**config.mk**
```make
export PLATFORM = sky130hd
export DESIGN_NAME = integer_nearest_upscaler_flat
export DESIGN_NICKNAME = d
export VERILOG_FILES = /design/src/hdl/inu_pkg.sv /design/src/hdl/inu_if.sv /design/src/hdl/integer_nearest_upscaler.sv /design/src/flat_wrapper.sv
export SDC_FILE = /design/constraint.sdc
export NUM_CORES = 1
export LEC_CHECK = 0
export ABC_CLOCK_PERIOD_IN_PS = 20400
export BUFFER_PORTS_ARGS = -buffer_cell sky130_fd_sc_hd__buf_2
export CORE_ASPECT_RATIO = 1.5
export CORE_MARGIN = 1.5
export CORE_UTILIZATION = 36
export DETAILED_ROUTE_END_ITERATION = 7
export PLACE_DENSITY_LB_ADDON = 0.12
export SLEW_MARGIN = 20
export SYNTH_ARGS = -nofsm -noshare
export SYNTH_HDL_FRONTEND = slang
export SYNTH_SLANG_ARGS = --single-unit
export TNS_END_PERCENT = 1
```
**constraint.sdc**
```tcl
create_clock -name clk -period 20.4 [get_ports clk]
set_input_delay 4.08 -clock clk [delete_from_list [all_inputs] [get_ports clk]]
set_output_delay 4.08 -clock clk [all_outputs]
set_load 0.1 [all_outputs]
```
**src/hdl/inu_pkg.sv**
```systemverilog
// inu_pkg: shared widths, register indexes, sequencer states and pixel
// format helper for the integer nearest upscaler
// no dependencies
`timescale 1ns / 1ps
`default_nettype none

package inu_pkg;

  localparam int MAX_SCALE_DEF     = 8;
  localparam int MAX_DIMENSION_DEF = 4096;

  localparam int DIM_W      = 13;
  localparam int PITCH_W    = 14;
  localparam int CFG_DATA_W = 14;
  localparam int CFG_IDX_W  = 3;
  localparam int SRC_PIX_W  = 32;
  localparam int PIXEL_W    = 24;
  localparam int OFFSET_W   = 25;

  typedef enum logic [CFG_IDX_W-1:0] {
    CFG_FRAME_WIDTH     = 3'd0,
    CFG_FRAME_HEIGHT    = 3'd1,
    CFG_PANEL_WIDTH     = 3'd2,
    CFG_PANEL_HEIGHT    = 3'd3,
    CFG_ROW_PITCH_WORDS = 3'd4,
    CFG_SWAP_RED_BLUE   = 3'd5
  } cfg_idx_t;

  typedef enum logic [2:0] {
    ST_IDLE,
    ST_SEARCH,
    ST_START,
    ST_BASE,
    ST_WRITE,
    ST_ERROR
  } state_t;

  function automatic logic [PIXEL_W-1:0] to_xrgb(input logic [SRC_PIX_W-1:0] p,
                                                 input logic swap);
    logic [PIXEL_W-1:0] r;
    if (swap) begin
      r = {p[7:0], p[15:8], p[23:16]};
    end else begin
      r = p[PIXEL_W-1:0];
    end
    return r;
  endfunction

endpackage

`default_nettype wire

```
**src/hdl/inu_if.sv**
```systemverilog
// inu_if: valid/ready channel interfaces for source pixels and buffer writes
// depends on inu_pkg
`timescale 1ns / 1ps
`default_nettype none

interface inu_pix_if;
  import inu_pkg::*;
  logic                 valid;
  logic                 ready;
  logic [SRC_PIX_W-1:0] source_pixel;

  modport source (output valid, output source_pixel, input ready);
  modport sink (input valid, input source_pixel, output ready);
endinterface

interface inu_wr_if;
  import inu_pkg::*;
  logic                valid;
  logic                ready;
  logic [OFFSET_W-1:0] dest_offset;
  logic [PIXEL_W-1:0]  out_pixel;
  logic                scale_error;
  logic                last;

  modport source (output valid, output dest_offset, output out_pixel,
                  output scale_error, output last, input ready);
  modport sink (input valid, input dest_offset, input out_pixel,
                input scale_error, input last, output ready);
endinterface

`default_nettype wire

```
**src/hdl/integer_nearest_upscaler.sv**
```systemverilog
// integer_nearest_upscaler: writes each source pixel as a scale x scale block
// of words into a centred scanout buffer, one write per cycle while writes.ready holds
// depends on inu_pkg, inu_if
//
// channel   dir  handshake        item
// pixels    in   valid/ready      source_pixel
// writes    out  valid/ready      dest_offset, out_pixel, scale_error, last
// cfg       in   cfg_we only      cfg_index, cfg_data
//
// one item goes through idle, search, start, base and write states, scale <= MAX_SCALE;
// the scale search steps one shared add/compare per cycle, then one write a cycle unless writes is held
// a frame that does not fit goes through idle, search and error and gives one error item
// pixels.ready is high only between items; a held write stalls the sequencer
// synchronous active-high reset sets config registers to 1, position to 0 and state to idle
`timescale 1ns / 1ps
`default_nettype none

module integer_nearest_upscaler
  import inu_pkg::*;
#(
  parameter int MAX_SCALE     = MAX_SCALE_DEF,
  parameter int MAX_DIMENSION = MAX_DIMENSION_DEF
) (
  input  logic                  clk,
  input  logic                  rst,
  input  logic                  cfg_we,
  input  logic [CFG_IDX_W-1:0]  cfg_index,
  input  logic [CFG_DATA_W-1:0] cfg_data,
  inu_pix_if.sink               pixels,
  inu_wr_if.source              writes
);

  localparam int POS_W   = $clog2(MAX_DIMENSION);
  localparam int SCALE_W = $clog2(MAX_SCALE + 1);
  localparam int ACC_W   = DIM_W + 1;
  localparam int PROD_W  = POS_W + SCALE_W;
  localparam int START_W = ((PROD_W > DIM_W - 1) ? PROD_W : DIM_W - 1) + 1;
  localparam int MUL_W   = START_W + PITCH_W;
  localparam logic [DIM_W:0]     DIM_LIMIT   = (DIM_W + 1)'(MAX_DIMENSION);
  localparam logic [SCALE_W-1:0] SCALE_LIMIT = SCALE_W'(MAX_SCALE);

  // configuration
  logic [DIM_W-1:0]   frame_width, frame_height, panel_width, panel_height;
  logic [PITCH_W-1:0] row_pitch_words;
  logic               swap_red_blue;

  always_ff @(posedge clk) begin
    if (rst) begin
      frame_width     <= DIM_W'(1);
      frame_height    <= DIM_W'(1);
      panel_width     <= DIM_W'(1);
      panel_height    <= DIM_W'(1);
      row_pitch_words <= PITCH_W'(1);
      swap_red_blue   <= 1'b1;
    end else if (cfg_we) begin
      unique case (cfg_idx_t'(cfg_index))
        CFG_FRAME_WIDTH:     frame_width     <= cfg_data[DIM_W-1:0];
        CFG_FRAME_HEIGHT:    frame_height    <= cfg_data[DIM_W-1:0];
        CFG_PANEL_WIDTH:     panel_width     <= cfg_data[DIM_W-1:0];
        CFG_PANEL_HEIGHT:    panel_height    <= cfg_data[DIM_W-1:0];
        CFG_ROW_PITCH_WORDS: row_pitch_words <= cfg_data[PITCH_W-1:0];
        CFG_SWAP_RED_BLUE:   swap_red_blue   <= cfg_data[0];
        default: ;
      endcase
    end
  end

  // clamped frame size
  logic [DIM_W-1:0] fw, fh;
  assign fw = ({1'b0, frame_width} > DIM_LIMIT) ? DIM_LIMIT[DIM_W-1:0] : frame_width;
  assign fh = ({1'b0, frame_height} > DIM_LIMIT) ? DIM_LIMIT[DIM_W-1:0] : frame_height;

  state_t state, state_next;

  logic [POS_W-1:0]    source_column, source_row;
  logic [POS_W-1:0]    cur_col, cur_row;
  logic [PIXEL_W-1:0]  pix;
  logic [SCALE_W-1:0]  scale;
  logic [ACC_W-1:0]    acc_w, acc_h;
  logic [START_W-1:0]  x_start, y_start;
  logic [OFFSET_W-1:0] line_base, wr_off;
  logic [SCALE_W-1:0]  dx, dy;

  logic                res_valid;
  logic [OFFSET_W-1:0] res_offset;
  logic [PIXEL_W-1:0]  res_pixel;
  logic                res_error, res_last;

  // shared add/compare for the scale search
  logic [ACC_W-1:0] cand_w, cand_h;
  logic             fit;
  assign cand_w = acc_w + ACC_W'(fw);
  assign cand_h = acc_h + ACC_W'(fh);
  assign fit = (fw != '0) && (fh != '0) && (cand_w <= ACC_W'(panel_width)) &&
               (cand_h <= ACC_W'(panel_height)) && (scale != SCALE_LIMIT);

  logic              accept, slot_free, block_end, row_end;
  logic [SCALE_W-1:0] scale_m1;
  assign accept    = pixels.valid && pixels.ready;
  assign slot_free = !res_valid || writes.ready;
  assign scale_m1  = scale - SCALE_W'(1);
  assign row_end   = (dx == scale_m1);
  assign block_end = row_end && (dy == scale_m1);

  // next state
  always_comb begin
    state_next = state;
    unique case (state)
      ST_IDLE:   if (pixels.valid) state_next = ST_SEARCH;
      ST_SEARCH: begin
        if (!fit) state_next = (scale == '0) ? ST_ERROR : ST_START;
      end
      ST_START:  state_next = ST_BASE;
      ST_BASE:   state_next = ST_WRITE;
      ST_WRITE:  if (slot_free && block_end) state_next = ST_IDLE;
      ST_ERROR:  if (slot_free) state_next = ST_IDLE;
      default:   state_next = ST_IDLE;
    endcase
  end

  // sequencer outputs
  logic load_write, load_error;
  always_comb begin
    pixels.ready = 1'b0;
    load_write   = 1'b0;
    load_error   = 1'b0;
    unique case (state)
      ST_IDLE:  pixels.ready = 1'b1;
      ST_WRITE: load_write   = slot_free;
      ST_ERROR: load_error   = slot_free;
      default: ;
    endcase
  end

  always_ff @(posedge clk) begin
    if (rst) begin
      state <= ST_IDLE;
    end else begin
      state <= state_next;
    end
  end

  // source position
  logic [DIM_W:0] col_inc, row_inc;
  assign col_inc = (DIM_W + 1)'(source_column) + (DIM_W + 1)'(1);
  assign row_inc = (DIM_W + 1)'(source_row) + (DIM_W + 1)'(1);

  always_ff @(posedge clk) begin
    if (rst) begin
      source_column <= '0;
      source_row    <= '0;
    end else if (accept) begin
      if (col_inc >= (DIM_W + 1)'(fw)) begin
        source_column <= '0;
        source_row    <= (row_inc >= (DIM_W + 1)'(fh)) ? '0 : row_inc[POS_W-1:0];
      end else begin
        source_column <= col_inc[POS_W-1:0];
      end
    end
  end

  // datapath
  logic [DIM_W-1:0]   x0_full, y0_full;
  logic [MUL_W-1:0]   base_prod;
  assign x0_full   = panel_width - acc_w[DIM_W-1:0];
  assign y0_full   = panel_height - acc_h[DIM_W-1:0];
  assign base_prod = MUL_W'(y_start) * MUL_W'(row_pitch_words);

  always_ff @(posedge clk) begin
    if (accept) begin
      cur_col <= source_column;
      cur_row <= source_row;
      pix     <= to_xrgb(pixels.source_pixel, swap_red_blue);
      scale   <= '0;
      acc_w   <= '0;
      acc_h   <= '0;
    end
    if (state == ST_SEARCH && fit) begin
      scale <= scale + SCALE_W'(1);
      acc_w <= cand_w;
      acc_h <= cand_h;
    end
    if (state == ST_START) begin
      x_start <= START_W'(x0_full >> 1) + START_W'(cur_col) * START_W'(scale);
      y_start <= START_W'(y0_full >> 1) + START_W'(cur_row) * START_W'(scale);
    end
    if (state == ST_BASE) begin
      line_base <= base_prod[OFFSET_W-1:0] + OFFSET_W'(x_start);
      wr_off    <= base_prod[OFFSET_W-1:0] + OFFSET_W'(x_start);
      dx        <= '0;
      dy        <= '0;
    end
    if (load_write) begin
      if (row_end) begin
        dx        <= '0;
        dy        <= dy + SCALE_W'(1);
        line_base <= line_base + OFFSET_W'(row_pitch_words);
        wr_off    <= line_base + OFFSET_W'(row_pitch_words);
      end else begin
        dx     <= dx + SCALE_W'(1);
        wr_off <= wr_off + OFFSET_W'(1);
      end
    end
  end

  // output register
  always_ff @(posedge clk) begin
    if (rst) begin
      res_valid <= 1'b0;
    end else if (load_write || load_error) begin
      res_valid <= 1'b1;
    end else if (writes.ready) begin
      res_valid <= 1'b0;
    end
  end

  always_ff @(posedge clk) begin
    if (load_write) begin
      res_offset <= wr_off;
      res_pixel  <= pix;
      res_error  <= 1'b0;
      res_last   <= block_end;
    end else if (load_error) begin
      res_offset <= '0;
      res_pixel  <= '0;
      res_error  <= 1'b1;
      res_last   <= 1'b1;
    end
  end

  assign writes.valid       = res_valid;
  assign writes.dest_offset = res_offset;
  assign writes.out_pixel   = res_pixel;
  assign writes.scale_error = res_error;
  assign writes.last        = res_last;

endmodule

`default_nettype wire

```
**src/flat_wrapper.sv**
```systemverilog
// flat-port wrapper written by rule: the top's interface ports become plain ports
module integer_nearest_upscaler_flat import inu_pkg::*;
#(
  parameter int MAX_SCALE     = MAX_SCALE_DEF,
  parameter int MAX_DIMENSION = MAX_DIMENSION_DEF
)
  (clk, rst, cfg_we, cfg_index, cfg_data, pixels_valid, pixels_source_pixel, pixels_ready, writes_valid, writes_dest_offset, writes_out_pixel, writes_scale_error, writes_last, writes_ready);
  inu_pix_if pixels_i ();
  inu_wr_if writes_i ();
  input  logic clk;
  input  logic rst;
  input  logic cfg_we;
  input  logic [CFG_IDX_W-1:0] cfg_index;
  input  logic [CFG_DATA_W-1:0] cfg_data;
  input wire logic [$bits(pixels_i.valid)-1:0] pixels_valid;
  input wire logic [$bits(pixels_i.source_pixel)-1:0] pixels_source_pixel;
  output wire logic [$bits(pixels_i.ready)-1:0] pixels_ready;
  output wire logic [$bits(writes_i.valid)-1:0] writes_valid;
  output wire logic [$bits(writes_i.dest_offset)-1:0] writes_dest_offset;
  output wire logic [$bits(writes_i.out_pixel)-1:0] writes_out_pixel;
  output wire logic [$bits(writes_i.scale_error)-1:0] writes_scale_error;
  output wire logic [$bits(writes_i.last)-1:0] writes_last;
  input wire logic [$bits(writes_i.ready)-1:0] writes_ready;
  assign pixels_i.valid = pixels_valid;
  assign pixels_i.source_pixel = pixels_source_pixel;
  assign pixels_ready = pixels_i.ready;
  assign writes_valid = writes_i.valid;
  assign writes_dest_offset = writes_i.dest_offset;
  assign writes_out_pixel = writes_i.out_pixel;
  assign writes_scale_error = writes_i.scale_error;
  assign writes_last = writes_i.last;
  assign writes_i.ready = writes_ready;
  integer_nearest_upscaler #(.MAX_SCALE(MAX_SCALE), .MAX_DIMENSION(MAX_DIMENSION)) u_core (.clk(clk), .rst(rst), .cfg_we(cfg_we), .cfg_index(cfg_index), .cfg_data(cfg_data), .pixels(pixels_i), .writes(writes_i));
endmodule
```
== Word-level counts from Yosys, hierarchy flattened ==
Index checks and enable logic that the tools add are counted.
Widths: inputs -> output; s select.
Operators by class
  $add $sub $neg: 15
  multiply operators: 3
  order comparisons: 6
  eq/ne operators: 17
  muxes and demuxes: 39
  reduce and logical (&&, ||, !) cells: 28
Operators by type and width (number)
  $mux 25: 8
  $mux 24: 3
  $mux 14: 3
  $add 12x16->17: 2
  $mul 12x4->16: 2
  $mux 4: 8
  $add 14x13->14: 2
  $ge 14x13->1: 2
  $le 14x13->1: 2
  $add 12x1->13 const B: 2
  $gt 13x13->1 const B: 2
  $mux 13: 2
  $reduce_bool 13->1: 2
  $sub 13x13->13: 2
  $add 25x1->25 const B: 1
  $add 25x14->25: 1
  $add 25x17->25: 1
  $mul 17x14->25: 1
  $mux 12: 2
  $pmux 3 s6: 1
  $mux 3: 5
  $reduce_and 2->1: 7
  $add 4x1->4 const B: 3
  $eq 3x2->1 const B: 4
  other kinds (15): 40
Storage, ports and cells
  flip-flop bits (word level): 318
  output and inout bits: 53
  logic and storage cells: 134

== Depth between registers and ports, before layout ==
  word-level depth: 9
  depth in mapped cells: 23
  mapped depth without buffers: 22

== Least setup slack after synthesis ==
Ideal clock, no wire load.
  path type: input to register
  from: input writes_ready
  to: register u_core.dx[0], enable pin
  arrival time: 7794 ps
  required time: 20014 ps
  path slack: 12219 ps
  stages: 6
  buffers on the path: 2
  path through: nand2b_1 nor2b_1 nand2b_1 clkbuf_1 buf_1 nand2_1
Between the ends
  cells in the longest elaborated chain, start to end: 3
Ends and longest elaborated chain
  start: declaration: line flat_wrapper.sv:23  | input wire logic [$bits(writes_i.ready)-1:0] writes_ready;
  $logic_or 1x1->1: line integer_nearest_upscaler.sv:100  | assign slot_free = !res_valid || writes.ready;
  $mux 1: line integer_nearest_upscaler.sv:127  | unique case (state)
  $reduce_bool 2->1 (no line)
  end signal: assignment: line integer_nearest_upscaler.sv:200  | dx <= dx + SCALE_W'(1);
  end: declaration: line integer_nearest_upscaler.sv:82  | logic [SCALE_W-1:0] dx, dy;
Every way passes these cells.
A chain may end at the register's enable or synchronous reset.

== Worst setup path after layout ==
  from: register u_core.y_start[7]
  to: register u_core.wr_off[24] (data pin)
Between the ends
  cells in the longest elaborated chain, start to end: 4
Ends and longest elaborated chain
  start: declaration: line integer_nearest_upscaler.sv:80  | logic [START_W-1:0] x_start, y_start;
  start signal: assignment: line integer_nearest_upscaler.sv:185  | y_start <= START_W'(y0_full >> 1) + START_W'(cur_row) * START_W'(scale);
  $mul 17x14->25: line integer_nearest_upscaler.sv:167  | assign base_prod = MUL_W'(y_start) * MUL_W'(row_pitch_words);
  $add 25x17->25: line integer_nearest_upscaler.sv:189  | wr_off <= base_prod[OFFSET_W-1:0] + OFFSET_W'(x_start);
  $mux 25: line integer_nearest_upscaler.sv:187  | if (state == ST_BASE) begin
  $mux 25: line integer_nearest_upscaler.sv:193  | if (load_write) begin
  end signal: assignment: line integer_nearest_upscaler.sv:189
  end signal: assignment: line integer_nearest_upscaler.sv:198  | wr_off <= line_base + OFFSET_W'(row_pitch_words);
  end signal: assignment: line integer_nearest_upscaler.sv:201  | wr_off <= wr_off + OFFSET_W'(1);
  end: declaration: line integer_nearest_upscaler.sv:81  | logic [OFFSET_W-1:0] line_base, wr_off;
Every way passes these cells. The select of a mux whose other input is x is not followed.

==> run_results.csv <==
group,metric,value,unit
routing,vias,20870,
run_status,status,"complete, no violations",
pwr,ir_drop,58.23,uV
setup_path,start_kind,"flop",
clock_tree,cts.sinks,318,
min_path,worst_hold_path.endpoint,"u_core.line_base[0]",
clock_tree,cts_made_buffers,38,
finish,area_growth,10.41,%
sta,worstMarginPinSlew,0.9735,ns
routing,via_per_inst,5.032,
die,row_count,125,
global_routing,grt_usage,18.64,%
setup_path,arrival,7.51,ns
global_routing,grt_max_degree,72,
synthesis,ys_seq_elements,318,
min_path,hold_depth,2,
finish,nNetsFinal,3645,
sta,setup_tns,0,ns
clock_tree,cts_buffer_depth,3,
global_routing,grt_overflow,0,
die,core_area,77570,sq um
die,die_y,345.8,um
setup_path,crit_type,"flop to flop",
global_routing,busiest_layer,"met2",
setup_path,r2r-end,"u_core.wr_off[24]",
synthesis,synth-main-ff-cell,"edfxtp_1",
sta,max_slew_margin,35.01,%
finish,fill_cells,7851,
setup_path,crit_fanout,14,
setup_path,reg2regPathDepth,22,
synthesis,synth_edf_count,193,
synthesis,yosys_warnings,0,
global_routing,antenna_found_initial,0,
global_routing,met2_usage,36.09,%
run,drv_cap,0,
sta,finalCriticalPeriod,7.208,ns
pwr,power_leakage,13.94,nW
synthesis,syn_inst,3042,
finish,n_antenna_cell,0,
setup_path,rrSetupSlack,13.19,ns
synthesis,ys_seq_area_share,29.43,%
pwr,power.density,76.61,nW/um^2
sta,rsz0062_at_grt,"no",
global_routing,use_met1,20.48,%
sta,max_freq,138.7,MHz
clock_tree,postCtsSetupBuffers,0,
routing,drtAntennaViolNets,0,
min_path,min-delay-start,"u_core.line_base[0]",
sta,drv_slew,0,
synthesis,synth_async_sr_flop_share,0,%
global_routing,grt_pass1_wl,117600,um
synthesis,ys_types,69,
sta,finClkSkew,0.03799,ns
clock_tree,hold_buffers,0,
setup_path,worst_setup_path_end_kind,"flop",
die,ioPinCount,107,
routing,wl_per_cell,17.76,um
routing,wl,73630,um
routing,drc,0,
setup_path,required,20.70,ns
setup_path,r2r_start,"u_core.y_start[7]",
clock_tree,h-tree-depth,2,
clock_tree,cts_resized,0,
sta,setup_violations,0,
global_routing,grt.met3_usage,1.715,%
global_routing,grt_pass1_vias,21950,
finish,drive_gt1_share,7.186,%
die,start_util,36.35,%
die,die_x,231.5,um
min_path,hp-class,"flop to flop",
placement,dp_hpwl,58660,um
synthesis,syn_area,28200,sq um
finish,multiInputGateArea,17900,sq um
routing,drt_iter0_drc,1028,
finish,seqCellArea,8298,sq um
placement,place_congestion,0.8639,
clock_tree,cts_tree,"built",
sta,finalCritPeriodShare,35.33,%
clock_tree,clk_latency,0.59,ns
sta,whs,0.4476,ns
clock_tree,clockRootBuffer,"clkbuf_16",
routing,firstDrtPassIters,5,
synthesis,avgSynthCellArea,9.269,sq um
sta,hold_violations,0,
placement,portBuffers,98,
die,fp.dieArea,80050,sq um
clock_tree,clkTransAtPathRegs,0.06,ns
## worst max-delay path: stages (launching register included)
cell and delay [ns]:
edfxtp_1 0.64, and2_1 0.29, fa_1 0.47, inv_1 0.05, fa_1 0.53, inv_1 0.05
fa_1 0.49, inv_1 0.05, fa_1 0.48, inv_1 0.05, fa_1 0.53, inv_1 0.06
fa_1 0.52, inv_1 0.04, ha_1 0.26, or3_1 0.39, o221ai_1 0.15, a21oi_1 0.12
o41a_1 0.43, a221o_1 0.40, a41oi_1 0.28, mux2i_1 0.50, o211ai_1 0.13
## power breakdown
part	switching, W	leakage [nW]	internal (W)	total, W
combinational	0.000495	10.4	0.000336	0.000831
sequential	0.0000583	2.91	0.000766	0.000825
clock	0.000299	0.637	0.000430	0.000729
total	0.000852	13.9	0.00153	0.00238
## stage by stage
step	std cells	instance area (sq um)	power, W	utilization [%]	setup slack (ns)
3_3_place_gp	4076	29790	0.001664	38.40	13.10
6_report	4147	31130	0.002385	40.13	13.19
3_5_place_dp	4076	29790	0.001680	38.40	13.07
4_1_cts	4146	31110	0.002423	40.11	13.09
2_1_floorplan	3043	28200	0.001445	-	12.22
5_1_grt	4147	31130	0.002547	40.13	12.95
## logic make-up (layout without fill, tap and decap cells)
family                   after synthesis  count (layout)  share of synthesized area (%)
XOR/XNOR                             177             177                          5.547
flip-flops                           318             318                          29.43
AND/OR/NAND/NOR                     1022            1022                          17.86
multiplexers                          27              27                          1.038
other                                  1               2                        0.01330
AO/OA/AOI/OAI                        466             466                          10.57
adder cells (fa/ha/maj)              490             490                          28.35
buffers and inverters                541             629                          7.206
## placed cells by master (no fill, tap or decap), types with 14 or more instances in the layout
cell | synthesis | layout
mux2_2 | 18 | 18
and3_1 | 24 | 24
nand3_1 | 61 | 61
nand4_1 | 20 | 20
xnor2_1 | 103 | 103
fa_1 | 248 | 248
and2_1 | 227 | 227
clkbuf_16 | 0 | 39
buf_4 | 0 | 29
inv_1 | 430 | 430
xor2_1 | 73 | 73
buf_2 | 1 | 98
o21a_1 | 21 | 20
a21oi_1 | 174 | 174
and4_1 | 21 | 21
dfxtp_1 | 125 | 125
a21o_1 | 42 | 42
o211ai_1 | 15 | 15
o21ai_0 | 78 | 77
ha_1 | 242 | 242
nand2b_1 | 20 | 20
nor2_1 | 113 | 113
or3_1 | 14 | 14
nor2b_1 | 27 | 25
nand2_1 | 415 | 415
a211oi_1 | 17 | 17
a31oi_1 | 18 | 18
nor3_1 | 40 | 39
edfxtp_1 | 193 | 193
## synthesized netlist by cell type, drive strengths merged, types with 18 or more instances
cell	count	area share (%)
inv	430	5.7
nand2	415	5.5
fa	248	18
ha	242	11
and2	227	5.0
edfxtp	193	21
a21oi	174	3.1
dfxtp	125	8.9
nor2	113	1.5
xnor2	103	3.2
clkbuf	102	1.4
o21ai	78	1.4
xor2	73	2.3
nand3	61	1.1
a21o	42	1.1
nor3	41	0.75
nor2b	27	0.60
and3	24	0.53
and4	21	0.65
o21a	21	0.56
nand2b	20	0.44
nand4	20	0.44
a31oi	18	0.40
mux2	18	0.72
## flip-flops by register name, summed over array words and instances, names as in the netlist, 14 cells and up
signal and count:
u_core.acc_w 14, u_core.pix 24, u_core.y_start 17, u_core.row_pitch_words 14, u_core.writes.out_pixel 24, u_core.x_start 17
u_core.acc_h 14, u_core.line_base 25, u_core.writes.dest_offset 25, u_core.wr_off 25
## cell type report
| type | instances | area share [%] |
|---|---|---|
| well taps | 1016 | 4.083 |
| repair buffers | 128 | 2.323 |
| flip-flops and latches | 318 | 26.65 |
| inverters | 431 | 5.197 |
| clock inverters | 21 | 0.8963 |
| clock buffers | 49 | 3.352 |
| multi-input cells | 2184 | 57.49 |
## metal layers
metal	vias up	wire length (um)	share of wire, %
li1	10200	-	-
met1	10230	28910	39
met2	320	40130	54
met3	120	1843	2.5
met4	0	2756	3.7
met5	-	0	0
## how the worst max path moves through the flow
| stage | from | cells after the start | slack [ns] | end |
|---|---|---|---|---|
| after floorplan | writes_ready | 6 | 12.22 | u_core.dx[0] |
| after global placement | u_core.y_start[7] | 22 | 13.10 | u_core.wr_off[24] |
| after detailed placement | u_core.y_start[7] | 22 | 13.07 | u_core.wr_off[24] |
| after CTS | u_core.y_start[7] | 22 | 13.09 | u_core.wr_off[24] |
| after global routing | u_core.y_start[7] | 22 | 12.95 | u_core.wr_off[24] |
| final | u_core.y_start[7] | 22 | 13.19 | u_core.wr_off[24] |
Note: power is estimated with default switching activity, not from simulation.
